## src/clc_pkg.sv

```systemverilog
// Shared types and constants for the character LCD front end.
`timescale 1ns / 1ps
`default_nettype none
package clc_pkg;

  localparam int unsigned ROW_W      = 3;   // row index within a glyph
  localparam int unsigned PIX_W      = 5;   // pixels per glyph row
  localparam int unsigned COL_W      = 7;
  localparam int unsigned LINE_W     = 3;
  localparam int unsigned ROWS_PER_GLYPH = 8;

  localparam logic [COL_W-1:0] COL_MAX   = 7'd127;
  localparam logic [ROW_W-1:0] ROW_LAST  = 3'd7;

  // Display address ranges, one per text line
  localparam logic [7:0] LINE0_LO = 8'h80;
  localparam logic [7:0] LINE0_HI = 8'h93;
  localparam logic [7:0] LINE1_LO = 8'hC0;
  localparam logic [7:0] LINE1_HI = 8'hD3;
  localparam logic [7:0] LINE2_LO = 8'h94;
  localparam logic [7:0] LINE2_HI = 8'hA7;
  localparam logic [7:0] LINE3_LO = 8'hD4;
  localparam logic [7:0] LINE3_HI = 8'hE7;

  localparam logic [7:0] PRINT_LO = 8'h20;
  localparam logic [7:0] PRINT_HI = 8'h7E;
  localparam logic [7:0] GLYPH_CODES = 8'h08;

  typedef enum logic [2:0] {
    OP_NONE       = 3'd0,
    OP_CLEAR      = 3'd1,
    OP_HOME       = 3'd2,
    OP_GLYPH_ADDR = 3'd3,
    OP_DISP_ADDR  = 3'd4,
    OP_DATA       = 3'd5
  } op_e;

  // One decoded byte from the nibble link
  typedef struct packed {
    op_e               kind;
    logic [7:0]        value;
    logic              addr_hit;   // display address fell in a line range
    logic [LINE_W-1:0] line;
    logic [COL_W-1:0]  col;
  } op_t;

  typedef enum logic [1:0] {
    EV_CLEAR     = 2'd0,
    EV_GLYPH_ROW = 2'd1,
    EV_CHAR      = 2'd2
  } evt_kind_e;

  typedef struct packed {
    evt_kind_e         event_kind;
    logic [7:0]        char_code;
    logic [COL_W-1:0]  cell_column;
    logic [LINE_W-1:0] cell_line;
    logic [ROW_W-1:0]  pattern_row;
    logic [PIX_W-1:0]  row_bits;
    logic              last;
  } evt_t;

endpackage
`default_nettype wire

```

## src/clc_if.sv

```systemverilog
// Link and event channel interfaces of the character LCD front end.
`timescale 1ns / 1ps
`default_nettype none
interface clc_link_if;
  logic       valid;
  logic       ready;
  logic [7:0] link_byte;

  modport source (output valid, output link_byte, input ready);
  modport sink   (input valid, input link_byte, output ready);
endinterface

interface clc_evt_if;
  logic       valid;
  logic       ready;
  logic [1:0] event_kind;
  logic [7:0] char_code;
  logic [6:0] cell_column;
  logic [2:0] cell_line;
  logic [2:0] pattern_row;
  logic [4:0] row_bits;
  logic       last;

  modport source (output valid, output event_kind, output char_code, output cell_column,
                  output cell_line, output pattern_row, output row_bits, output last,
                  input ready);
  modport sink   (input valid, input event_kind, input char_code, input cell_column,
                  input cell_line, input pattern_row, input row_bits, input last,
                  output ready);
endinterface
`default_nettype wire

```

## src/clc_ram.sv

```systemverilog
// Generic single-write, single-read RAM with registered read data.
`timescale 1ns / 1ps
`default_nettype none
module clc_ram #(
  parameter int unsigned WIDTH = 5,
  parameter int unsigned DEPTH = 64
) (
  input  wire logic                                     clk_i,
  input  wire logic                                     we_i,
  input  wire logic [((DEPTH > 1) ? $clog2(DEPTH) : 1)-1:0] waddr_i,
  input  wire logic [WIDTH-1:0]                         wdata_i,
  input  wire logic                                     re_i,
  input  wire logic [((DEPTH > 1) ? $clog2(DEPTH) : 1)-1:0] raddr_i,
  output      logic [WIDTH-1:0]                         rdata_o
);

  logic [WIDTH-1:0] mem_q [DEPTH];

  always_ff @(posedge clk_i) begin
    if (we_i) begin
      mem_q[waddr_i] <= wdata_i;
    end
    if (re_i) begin
      rdata_o <= mem_q[raddr_i];
    end
  end

endmodule
`default_nettype wire

```

## src/clc_decode.sv

```systemverilog
// Nibble assembler and command decoder for the link byte stream.
`timescale 1ns / 1ps
`default_nettype none
module clc_decode (
  input  wire logic          clk_i,
  input  wire logic          rst_ni,
  input  wire logic          accept_i,
  input  wire logic [7:0]    link_byte_i,
  output      clc_pkg::op_t  op_o
);
  import clc_pkg::*;

  logic       phase_q, phase_d;
  logic [3:0] hi_q, hi_d;
  logic       cmd_q, cmd_d;
  logic       cmd_mark;
  logic [7:0] byte_w;

  assign cmd_mark = cmd_q | link_byte_i[7];
  assign byte_w   = {hi_q, link_byte_i[3:0]};

  always_comb begin
    phase_d = phase_q;
    hi_d    = hi_q;
    cmd_d   = cmd_q;
    if (accept_i) begin
      if (!phase_q) begin
        hi_d    = link_byte_i[3:0];
        phase_d = 1'b1;
        cmd_d   = cmd_mark;
      end else begin
        phase_d = 1'b0;
        cmd_d   = 1'b0;
      end
    end
  end

  always_comb begin
    op_o          = '0;
    op_o.kind     = OP_NONE;
    op_o.value    = byte_w;
    if (phase_q) begin
      if (!cmd_mark) begin
        op_o.kind = OP_DATA;
      end else if (byte_w[7]) begin
        op_o.kind = OP_DISP_ADDR;
        op_o.addr_hit = 1'b1;
        if (byte_w >= LINE0_LO && byte_w <= LINE0_HI) begin
          op_o.line = 3'd0;
          op_o.col  = 7'(byte_w - LINE0_LO);
        end else if (byte_w >= LINE1_LO && byte_w <= LINE1_HI) begin
          op_o.line = 3'd1;
          op_o.col  = 7'(byte_w - LINE1_LO);
        end else if (byte_w >= LINE2_LO && byte_w <= LINE2_HI) begin
          op_o.line = 3'd2;
          op_o.col  = 7'(byte_w - LINE2_LO);
        end else if (byte_w >= LINE3_LO && byte_w <= LINE3_HI) begin
          op_o.line = 3'd3;
          op_o.col  = 7'(byte_w - LINE3_LO);
        end else begin
          op_o.addr_hit = 1'b0;
        end
      end else if (byte_w[6]) begin
        op_o.kind = OP_GLYPH_ADDR;
      end else if (|byte_w[5:2]) begin
        op_o.kind = OP_NONE;   // mode commands are ignored
      end else if (byte_w[1]) begin
        op_o.kind = OP_HOME;
      end else if (byte_w[0]) begin
        op_o.kind = OP_CLEAR;
      end
    end
  end

  always_ff @(posedge clk_i or negedge rst_ni) begin
    if (!rst_ni) begin
      phase_q <= 1'b0;
      hi_q    <= '0;
      cmd_q   <= 1'b0;
    end else begin
      phase_q <= phase_d;
      hi_q    <= hi_d;
      cmd_q   <= cmd_d;
    end
  end

endmodule
`default_nettype wire

```

## src/char_lcd_controller_front_end.sv

```systemverilog
// Top level of the character LCD front end: cursor state, glyph store and event output.
//
// Usage:
//   link_i carries one nibble per request in link_byte[3:0], high nibble first;
//   link_byte[7] on either nibble marks the assembled byte as a command.
//   evt_o carries draw events: clear screen, custom glyph rows, font characters;
//   last is set on the final event caused by one request.
//   A request is taken when the event register is free or being
//   drained. A font character or clear event appears in the cycle after its request.
//   A custom glyph draw reads the glyph RAM one row per cycle while evt_o does
//   not stall and shows eight events, the first after the glyph RAM read and
//   event registers; link_i is held off while the rows go out.
//   When evt_o stalls, the pending event is held and link_i is held off until
//   it is taken, whatever the next request is; a glyph draw waits on its row.
//   Reset clears the cursor, the nibble phase and the glyph contents at once
//   (per-row valid bits), so no clearing pass is needed.
`timescale 1ns / 1ps
`default_nettype none
module char_lcd_controller_front_end #(
  parameter int unsigned GLYPH_COUNT = 8
) (
  input  wire logic   clk_i,
  input  wire logic   rst_ni,
  clc_link_if.sink    link_i,
  clc_evt_if.source   evt_o
);
  import clc_pkg::*;

  localparam int unsigned DEPTH = GLYPH_COUNT * ROWS_PER_GLYPH;
  localparam int unsigned AW    = $clog2(DEPTH);

  typedef enum logic [1:0] {
    S_IDLE = 2'b01,
    S_DRAW = 2'b10
  } state_e;

  state_e            state_q, state_d;
  logic [COL_W-1:0]  col_q, col_d;
  logic [LINE_W-1:0] line_q, line_d;
  logic              tgt_q, tgt_d;        // 1: data goes to the glyph store
  logic [ROW_W-1:0]  rcnt_q, rcnt_d;
  logic              out_vld_q, out_vld_d;
  evt_t              out_q, out_d;
  logic [COL_W-1:0]  dcol_q, dcol_d;
  logic [LINE_W-1:0] dline_q, dline_d;
  logic [2:0]        dcode_q, dcode_d;
  logic [DEPTH-1:0]  vld_q, vld_d;
  logic              rvld_q;

  logic              slot_free, acc;
  op_t               op;
  logic [LINE_W-1:0] gmod [8];
  logic [2:0]        g_cur, g_next;
  logic [ROW_W-1:0]  row_cur;
  logic [COL_W-1:0]  col_adv;
  logic              we, re;
  logic [AW-1:0]     waddr, raddr;
  logic [PIX_W-1:0]  wdata, rdata, rbits;

  // line modulo glyph count, for every possible line value
  always_comb begin
    for (int i = 0; i < 8; i++) begin
      gmod[i] = 3'(i % GLYPH_COUNT);
    end
  end

  assign slot_free    = !out_vld_q || evt_o.ready;
  assign link_i.ready = (state_q == S_IDLE) && slot_free;
  assign acc          = link_i.valid && link_i.ready;

  clc_decode u_decode (
    .clk_i       (clk_i),
    .rst_ni      (rst_ni),
    .accept_i    (acc),
    .link_byte_i (link_i.link_byte),
    .op_o        (op)
  );

  assign g_cur   = gmod[line_q];
  assign row_cur = col_q[ROW_W-1:0];
  assign g_next  = (4'(g_cur) + 4'd1 == 4'(GLYPH_COUNT)) ? 3'd0 : 3'(g_cur + 3'd1);
  assign col_adv = (col_q < COL_MAX) ? 7'(col_q + 7'd1) : col_q;
  assign waddr   = AW'({g_cur, row_cur});
  assign wdata   = op.value[PIX_W-1:0];
  assign rbits   = rvld_q ? rdata : '0;

  always_comb begin
    state_d   = state_q;
    col_d     = col_q;
    line_d    = line_q;
    tgt_d     = tgt_q;
    rcnt_d    = rcnt_q;
    out_vld_d = out_vld_q && !evt_o.ready;
    out_d     = out_q;
    dcol_d    = dcol_q;
    dline_d   = dline_q;
    dcode_d   = dcode_q;
    vld_d     = vld_q;
    we        = 1'b0;
    re        = 1'b0;
    raddr     = AW'({dcode_q, 3'(rcnt_q + 3'd1)});

    case (state_q)
      S_IDLE: begin
        if (acc) begin
          case (op.kind)
            OP_CLEAR: begin
              col_d     = '0;
              line_d    = '0;
              out_d     = '0;
              out_d.event_kind = EV_CLEAR;
              out_d.last       = 1'b1;
              out_vld_d = 1'b1;
            end
            OP_HOME: begin
              col_d  = '0;
              line_d = '0;
            end
            OP_GLYPH_ADDR: begin
              line_d = gmod[op.value[5:3]];
              col_d  = '0;
              tgt_d  = 1'b1;
            end
            OP_DISP_ADDR: begin
              if (op.addr_hit) begin
                line_d = op.line;
                col_d  = op.col;
              end
              tgt_d = 1'b0;
            end
            OP_DATA: begin
              if (tgt_q) begin
                we           = 1'b1;
                vld_d[waddr] = 1'b1;
                if (row_cur == ROW_LAST) begin
                  col_d  = '0;
                  line_d = g_next;
                end else begin
                  col_d = 7'(row_cur + 3'd1);
                end
              end else if (op.value < GLYPH_CODES) begin
                if (op.value < 8'(GLYPH_COUNT)) begin
                  re      = 1'b1;
                  raddr   = AW'({op.value[2:0], 3'd0});
                  dcode_d = op.value[2:0];
                  dcol_d  = col_q;
                  dline_d = line_q;
                  rcnt_d  = '0;
                  col_d   = col_adv;
                  state_d = S_DRAW;
                end
              end else if (op.value >= PRINT_LO && op.value <= PRINT_HI) begin
                out_d             = '0;
                out_d.event_kind  = EV_CHAR;
                out_d.char_code   = op.value;
                out_d.cell_column = col_q;
                out_d.cell_line   = line_q;
                out_d.last        = 1'b1;
                out_vld_d         = 1'b1;
                col_d             = col_adv;
              end
            end
            default: ;
          endcase
        end
      end
      S_DRAW: begin
        // read data for row rcnt_q is present; next row is fetched as it leaves
        if (slot_free) begin
          out_d.event_kind  = EV_GLYPH_ROW;
          out_d.char_code   = 8'(dcode_q);
          out_d.cell_column = dcol_q;
          out_d.cell_line   = dline_q;
          out_d.pattern_row = rcnt_q;
          out_d.row_bits    = rbits;
          out_d.last        = (rcnt_q == ROW_LAST);
          out_vld_d         = 1'b1;
          if (rcnt_q == ROW_LAST) begin
            state_d = S_IDLE;
          end else begin
            re     = 1'b1;
            rcnt_d = 3'(rcnt_q + 3'd1);
          end
        end
      end
      default: state_d = S_IDLE;
    endcase
  end

  clc_ram #(
    .WIDTH (PIX_W),
    .DEPTH (DEPTH)
  ) u_glyph_ram (
    .clk_i   (clk_i),
    .we_i    (we),
    .waddr_i (waddr),
    .wdata_i (wdata),
    .re_i    (re),
    .raddr_i (raddr),
    .rdata_o (rdata)
  );

  always_ff @(posedge clk_i or negedge rst_ni) begin
    if (!rst_ni) begin
      state_q   <= S_IDLE;
      col_q     <= '0;
      line_q    <= '0;
      tgt_q     <= 1'b0;
      rcnt_q    <= '0;
      out_vld_q <= 1'b0;
      vld_q     <= '0;
    end else begin
      state_q   <= state_d;
      col_q     <= col_d;
      line_q    <= line_d;
      tgt_q     <= tgt_d;
      rcnt_q    <= rcnt_d;
      out_vld_q <= out_vld_d;
      vld_q     <= vld_d;
    end
  end

  always_ff @(posedge clk_i) begin
    out_q   <= out_d;
    dcol_q  <= dcol_d;
    dline_q <= dline_d;
    dcode_q <= dcode_d;
    if (re) begin
      rvld_q <= vld_q[raddr];
    end
  end

  assign evt_o.valid       = out_vld_q;
  assign evt_o.event_kind  = out_q.event_kind;
  assign evt_o.char_code   = out_q.char_code;
  assign evt_o.cell_column = out_q.cell_column;
  assign evt_o.cell_line   = out_q.cell_line;
  assign evt_o.pattern_row = out_q.pattern_row;
  assign evt_o.row_bits    = out_q.row_bits;
  assign evt_o.last        = out_q.last;

endmodule
`default_nettype wire

```

## src/flat_wrapper.sv

```systemverilog
// flat-port wrapper written by rule: the top's interface ports become plain ports
module char_lcd_controller_front_end_flat import clc_pkg::*;
#(
  parameter int unsigned GLYPH_COUNT = 8
)
  (clk_i, rst_ni, link_i_valid, link_i_link_byte, link_i_ready, evt_o_valid, evt_o_event_kind, evt_o_char_code, evt_o_cell_column, evt_o_cell_line, evt_o_pattern_row, evt_o_row_bits, evt_o_last, evt_o_ready);
  clc_link_if link_i_i ();
  clc_evt_if evt_o_i ();
  input  wire logic clk_i;
  input  wire logic rst_ni;
  input wire logic [$bits(link_i_i.valid)-1:0] link_i_valid;
  input wire logic [$bits(link_i_i.link_byte)-1:0] link_i_link_byte;
  output wire logic [$bits(link_i_i.ready)-1:0] link_i_ready;
  output wire logic [$bits(evt_o_i.valid)-1:0] evt_o_valid;
  output wire logic [$bits(evt_o_i.event_kind)-1:0] evt_o_event_kind;
  output wire logic [$bits(evt_o_i.char_code)-1:0] evt_o_char_code;
  output wire logic [$bits(evt_o_i.cell_column)-1:0] evt_o_cell_column;
  output wire logic [$bits(evt_o_i.cell_line)-1:0] evt_o_cell_line;
  output wire logic [$bits(evt_o_i.pattern_row)-1:0] evt_o_pattern_row;
  output wire logic [$bits(evt_o_i.row_bits)-1:0] evt_o_row_bits;
  output wire logic [$bits(evt_o_i.last)-1:0] evt_o_last;
  input wire logic [$bits(evt_o_i.ready)-1:0] evt_o_ready;
  assign link_i_i.valid = link_i_valid;
  assign link_i_i.link_byte = link_i_link_byte;
  assign link_i_ready = link_i_i.ready;
  assign evt_o_valid = evt_o_i.valid;
  assign evt_o_event_kind = evt_o_i.event_kind;
  assign evt_o_char_code = evt_o_i.char_code;
  assign evt_o_cell_column = evt_o_i.cell_column;
  assign evt_o_cell_line = evt_o_i.cell_line;
  assign evt_o_pattern_row = evt_o_i.pattern_row;
  assign evt_o_row_bits = evt_o_i.row_bits;
  assign evt_o_last = evt_o_i.last;
  assign evt_o_i.ready = evt_o_ready;
  char_lcd_controller_front_end #(.GLYPH_COUNT(GLYPH_COUNT)) u_core (.clk_i(clk_i), .rst_ni(rst_ni), .link_i(link_i_i), .evt_o(evt_o_i));
endmodule
```

## config.mk

```make
export PLATFORM = sky130hd
export DESIGN_NAME = char_lcd_controller_front_end_flat
export DESIGN_NICKNAME = d
export VERILOG_FILES = /design/src/clc_pkg.sv /design/src/clc_if.sv /design/src/clc_ram.sv /design/src/clc_decode.sv /design/src/char_lcd_controller_front_end.sv /design/src/flat_wrapper.sv
export SDC_FILE = /design/constraint.sdc
export NUM_CORES = 1
export LEC_CHECK = 0
export BUFFER_PORTS_ARGS = -buffer_cell sky130_fd_sc_hd__buf_2
export CORE_ASPECT_RATIO = 0.8
export CORE_MARGIN = 1.5
export CORE_UTILIZATION = 35
export CTS_BUF_LIST = sky130_fd_sc_hd__clkbuf_4
export CTS_CLUSTER_DIAMETER = 150
export CTS_CLUSTER_SIZE = 8
export DETAILED_ROUTE_END_ITERATION = 10
export GPL_ROUTABILITY_DRIVEN = 0
export PLACE_DENSITY_LB_ADDON = 0.08
export SYNTH_ARGS = -nofsm -noshare
export SYNTH_HDL_FRONTEND = slang
export SYNTH_HIERARCHICAL = 1
export SYNTH_SLANG_ARGS = --single-unit
```

## constraint.sdc

```tcl
create_clock -name clk_i -period 6.25 [get_ports clk_i]
set_input_delay 0.9375 -clock clk_i [delete_from_list [all_inputs] [get_ports clk_i]]
set_output_delay 0.9375 -clock clk_i [all_outputs]
set_load 0.01 [all_outputs]
```

**Word level (Yosys, flattened, before mapping)**

Memories as Yosys holds them, arrays and structs flattened. A register that Yosys moved wholly into a read port is not among the register bits.
Index checks and enable logic that the tools add are counted.

- Memory bits (read-only): 48
- Flip-flop bits (word level): 130
- Logic and storage cells: 197
- Bits in latches: 0
- Memories kept: 3
- Bits in writable memories: 320
- Output and inout port bits: 31

Memories:

| name | depth | bits a word | rd ports | clocked after memory_dff | wr ports | RTL line | text |
|---|---|---|---|---|---|---|---|
| u_core.u_glyph_ram.mem_q | 64 | 5 | 1 | 1 | 1 | clc_ram.sv:17 | `logic [WIDTH-1:0] mem_q [DEPTH];` |
| (no name shown) | 8 | 3 | 1 | 0 | 0 | char_lcd_controller_front_end.sv:120 | `line_d = gmod[op.value[5:3]];` |
| (no name shown) | 8 | 3 | 1 | 0 | 0 | char_lcd_controller_front_end.sv:79 | `assign g_cur = gmod[line_q];` |

- Reductions and logical operators: 28
- Multiply operators: 0
- Bitwise operators: 6
- Divide/modulo/power cells: 0
- Mux-type cells: 88
- Magnitude comparators: 17
- Add/subtract/negate cells: 9
- Shifts and indexed selects: 0
- Eq/ne operators: 25

Operator list:

| cell | number |
|---|---|
| $mux 29 | 5 |
| $pmux 29 s2 | 2 |
| $or 64x64->64 | 1 |
| $mux 3 | 17 |
| $mux 7 | 6 |
| $mux 9 | 4 |
| $mux 11 | 3 |
| $ge 8x8->1 const B | 4 |
| $le 8x8->1 const B | 4 |
| $mux 6 | 5 |
| $mux 1 | 26 |
| $pmux 7 s3 | 1 |
| $mux 2 | 9 |
| $lt 6x7->1 const B | 2 |
| $reduce_and 7->1 | 2 |
| $sub 7x7->7 const B | 2 |
| $eq 3x3->1 const B | 4 |
| $ne 2x1->1 const B | 6 |
| $ne 3x3->1 const B | 4 |
| $pmux 3 s4 | 1 |
| $reduce_and 6->1 | 2 |
| $reduce_and 5->1 | 2 |
| $logic_and 1x1->1 | 9 |
| $add 3x1->4 const B | 2 |
| other kinds (37) | 50 |

**Depth between registers and ports, before layout**

- Depth in word-level cells: 13
- Depth in mapped cells: 19

**Hierarchy**

Netlist, hierarchy kept.

By module, submodules not included:

| module | sequential area each (um2) | area an instance (um2) | instances | cells an instance |
|---|---|---|---|---|
| clc_ram | 9759.4 | 12936.2 | 1 | 642 |
| char_lcd_controller_front_end | 3319.4 | 6000.8 | 1 | 526 |
| clc_decode | 150.1 | 559.3 | 1 | 71 |

**Worst setup path before layout**

OpenSTA, ideal clock, no wires.

- Path type: in2reg
- From: in link_i_link_byte[2]
- To: reg u_core.u_glyph_ram.rdata_o[1], read port of u_core.u_glyph_ram.mem_q (data pin)
- Setup time: 256 ps
- Setup slack: 1556 ps
- Data arrival time: 4438 ps
- Stages on the path: 16
- Data required time: 5994 ps
- Cell sequence: inv_1 > ha_1 > nor3b_1 > a21oi_1 > nor4b_1 > and4bb_2 > nand3_4 > clkinv_2 > buf_6 > nor2_1 > buf_4 > buf_2 > mux4_2 > o221ai_1 > o21ai_0 > a22o_1

RTL lines:

| what | RTL line | text |
|---|---|---|
| from (decl) | flat_wrapper.sv:12 | `input wire logic [$bits(link_i_i.link_byte)-1:0] link_i_link_byte;` |
| to (decl) | clc_ram.sv:14 | `output logic [WIDTH-1:0] rdata_o` |

**Worst setup path after layout**

- From: reg u_core.state_q[0]
- To: reg u_core.u_glyph_ram.rdata_o[2], read port of u_core.u_glyph_ram.mem_q (data pin)

- Word-level cells in the longest chain between the ends: 5
- Elaborated cells between the ends (all ways): 8
- Those cells by class: 2 x eq/ne; 4 x mux; 2 x reduce/logical

Ends and longest elaborated chain:

| what | RTL line | text |
|---|---|---|
| from (decl) | char_lcd_controller_front_end.sv:37 | `state_e state_q, state_d;` |
| from (signal assigned) | char_lcd_controller_front_end.sv:213 | `state_q <= state_d;` |
| $eq 2x1->1 | char_lcd_controller_front_end.sv:68 | `assign link_i.ready = (state_q == S_IDLE) && slot_free;` |
| $logic_and 1x1->1 | char_lcd_controller_front_end.sv:68 |  |
| $logic_and 1x1->1 | char_lcd_controller_front_end.sv:69 | `assign acc = link_i.valid && link_i.ready;` |
| net u_core.acc | char_lcd_controller_front_end.sv:50 | `logic slot_free, acc;` |
| $mux 6 | char_lcd_controller_front_end.sv:105 | `if (acc) begin` |
| $mux 6 | char_lcd_controller_front_end.sv:103 | `case (state_q)` |
| net u_core.raddr[4] | char_lcd_controller_front_end.sv:57 | `logic [AW-1:0] waddr, raddr;` |

The timed path passes the listed nets, and every way through them passes these cells.
A chain may end at the register's enable or synchronous reset.

==> results_dict.tcl <==
set metrics [dict create \
    regArea_um2 13230 \
    worst_pin_slew_ps 952.5 \
    rows 77 \
    fp.dieArea_um2 57140 \
    hold_slack_ps 83.52 \
    via_per_inst 5.327 \
    synth_edf_count 368 \
    hpwl_um 32060 \
    grt_pass1_vias 11093 \
    ctsHoldBuffers 0 \
    port_buffers 39 \
    crit_path_start_kind "flop" \
    power.density_nw_per_um2 289.6 \
    ys_top_cells_by_area "edfxtp_1, dfrtp_1, mux4_2" \
    grt_max_degree 74 \
    netlist_area_um2 19500 \
    antenna_found_initial 2 \
    crit_end "u_core/u_glyph_ram/rdata_o[2]$_DFFE_PP_" \
    drv_cap 0 \
    tritoncts "yes" \
    critPathMaxFanout 25 \
    clock_path_buffers 3 \
    synth_seq_cells 455 \
    crit_family "buffers and inverters" \
    finalCritPeriodShare_pct 76.68 \
    critPathArrivalTime_ps 5310 \
    worstSkewPairLatency_ps 840 \
    grt_overflow 0 \
    r2r_slack_ps 1460 \
    drive_above_1_share_pct 22.46 \
    holdCritPathClass "primary input to asynchronous set/reset pin" \
    skew_ps 69.49 \
    core_um2 55110 \
    fin_nets 1325 \
    setup-tns-final_ps 0 \
    cts_made_buffers 66 \
    hold_viol 0 \
    p_leak_nw 7.429 \
    regToRegStartpoint "u_core/state_q[0]$_DFFE_PN1P_" \
    grt_usage_pct 18.21 \
    htreeDepth 3 \
    yosysWarningCount 6 \
    synth_area_leader_cell "edfxtp_1" \
    clk_pin_slew_ps 100 \
    crit_start "u_core/state_q[0]$_DFFE_PN1P_" \
    ir_drop_uv 133.1 \
    path_class "flop to flop" \
    path_buf_inv 5 \
    routed_wl_um 50770 \
    slew_viol_final 0 \
    setup_viol 0 \
    postRouteAntennaNets 0 \
    cp_cell_sequence "ha_1 -> nand3_2 -> inv_1 -> nand3_4 -> clkinv_2 -> buf_4 -> mux2i_1 -> inv_1 -> buf_4 -> nand2b_1 -> o22ai_1 -> o41ai_1" \
    relSlewSlack_pct 36.50 \
    ys.flop_type "edfxtp_1" \
    post-route-drc-count 0 \
    die_w_um 266.9 \
    multi_input_area_um2 5708 \
    final_cell_mix "edfxtp_1, nor2_1, clkbuf_4" \
    fin_crit_ps 4793 \
    ys_seq_area_share_pct 67.85 \
    timing.fmax_ghz 0.2087 \
    layout_commonest_cell "edfxtp_1" \
    start_util_pct 35.38 \
    io_pins 43 \
    rr_endpoint "u_core/u_glyph_ram/rdata_o[2]$_DFFE_PP_" \
    status "finished clean" \
    syn_avg_cell_area_um2 15.74 \
    synth_top_cell_area_share_pct 56.68 \
    cts_setup_buffers 0 \
    rsz0062_at_grt "false" \
    grt_pass1_wl_um 76280 \
    synth_cell_types 93 \
    async_flop_share_pct 19.12 \
    fp.dieH_um 214.1 \
    firstDrtPassIters 5 \
    crit_path_top_delay_cell "o41ai_1" \
    cts_resized 0 \
    first_iter_violations 795 \
    worstPathRequired_ps 6770 \
    end_kind "flop" \
    slowest_delay_ps 710 \
    cts_root_buf "clkbuf_4" \
    synthCells 1239 \
    fill_cells 5207 \
    via_count 11096 \
    cts.sinks 455 \
    area_growth_pct 8.786 \
    reg2reg_depth 12 \
    wl_per_cell_um 24.37 \
    cp_num_cells 12 \
]
-- through the flow --
stage                     cells  util (%)  setup WS [ps]  area [um^2]  power [mW]
after floorplan            1240         -           1556        19500       4.180
after global placement     1985     37.21          890.2        20510       4.524
after detailed placement   1985     37.21          843.5        20510       4.533
after CTS                  2077     38.46           1487        21190       6.248
after global routing       2083     38.49           1148        21210       6.455
final                      2083     38.49           1457        21210       6.143
-- cell type report --
| class | count | area share (%) |
|---|---|---|
| sequential | 455 | 62.38 |
| multi-input combinational | 679 | 26.91 |
| tap | 750 | 4.425 |
| clock buffer | 91 | 3.221 |
| timing repair buffer | 72 | 2.454 |
| inverter | 29 | 0.5191 |
| antenna | 6 | 0.07079 |
| clock inverter | 1 | 0.01770 |
-- registers in the layout, summed over array words and instances (netlist names), 2 cells and up --
signal                      flops
u_core/col_q                    7
u_core/dcode_q                  3
u_core/dcol_q                   7
u_core/dline_q                  3
u_core/evt_o.cell_column        7
u_core/evt_o.cell_line          3
u_core/evt_o.char_code          8
u_core/evt_o.event_kind         2
u_core/evt_o.pattern_row        3
u_core/evt_o.row_bits           5
u_core/line_q                   3
u_core/rcnt_q                   3
u_core/state_q                  2
u_core/u_decode/hi_q            4
u_core/u_glyph_ram/mem_q      320
u_core/u_glyph_ram/rdata_o      5
u_core/vld_q                   64
-- logic make-up (layout without fill, tap and decap cells) --
kind of cell | after synthesis | after routing | share of synthesized area [%]
muxes | 112 | 112 | 11.39
and+or+nand+nor | 322 | 322 | 8.606
other | 1 | 8 | 0.01923
xor gates and xnor gates | 5 | 5 | 0.2247
AOI/OAI and AO/OA | 228 | 228 | 8.247
adders and majority gates | 10 | 10 | 0.6418
buffers and inverters | 106 | 193 | 3.016
DFF | 455 | 455 | 67.85
-- where the power goes --
part,total (mW),leakage [nW],switching (mW),internal (mW)
Clock,1.69,0.423,1.04,0.657
Sequential,3.56,4.51,0.122,3.44
Combinational,0.892,2.50,0.619,0.273
-- worst min path at each step --
| stage | slack, ps | cells past startpoint | to |
|---|---|---|---|
| floorplan | 410 | 2 | u_core/vld_q[40]$_DFFE_PN0P_ |
| global placement | 430 | 2 | u_core/vld_q[40]$_DFFE_PN0P_ |
| detailed placement | 430 | 2 | u_core/vld_q[40]$_DFFE_PN0P_ |
| CTS | 30 | 1 | u_core/vld_q[29]$_DFFE_PN0P_ |
| global route | 30 | 1 | u_core/vld_q[12]$_DFFE_PN0P_ |
| finish | 80 | 1 | u_core/vld_q[29]$_DFFE_PN0P_ |
-- metal layers --
metal	vias up	GRT usage [%]	wire [um]
met5	-	0	0
met4	0	4.754	979
met3	81	3.663	2562
met2	304	24.55	20970
met1	5766	29.39	26250
li1	4945	-	-
-- cell usage after synthesis, drive strengths merged, types with 4 or more instances --
cell / n
mux2i: 16
o21a: 4
o21bai: 25
nand4b: 4
mux4: 83
a22oi: 7
a31oi: 6
and2: 12
nor4: 4
a21o: 40
nand2b: 10
nor2: 103
and3: 11
nor2b: 19
nand3b: 6
ha: 10
dfrtp: 86
nand2: 72
o221ai: 9
o22ai: 17
a211oi: 13
inv: 28
mux2: 13
o31ai: 7
o21ai: 42
nand4: 4
clkbuf: 32
or3: 5
or3b: 5
edfxtp: 368
a21oi: 28
nor3b: 10
a2111oi: 4
nand3: 29
or2: 9
nor3: 12
buf: 45
a22o: 7
No activity file was read; power rests on OpenSTA's default activity.
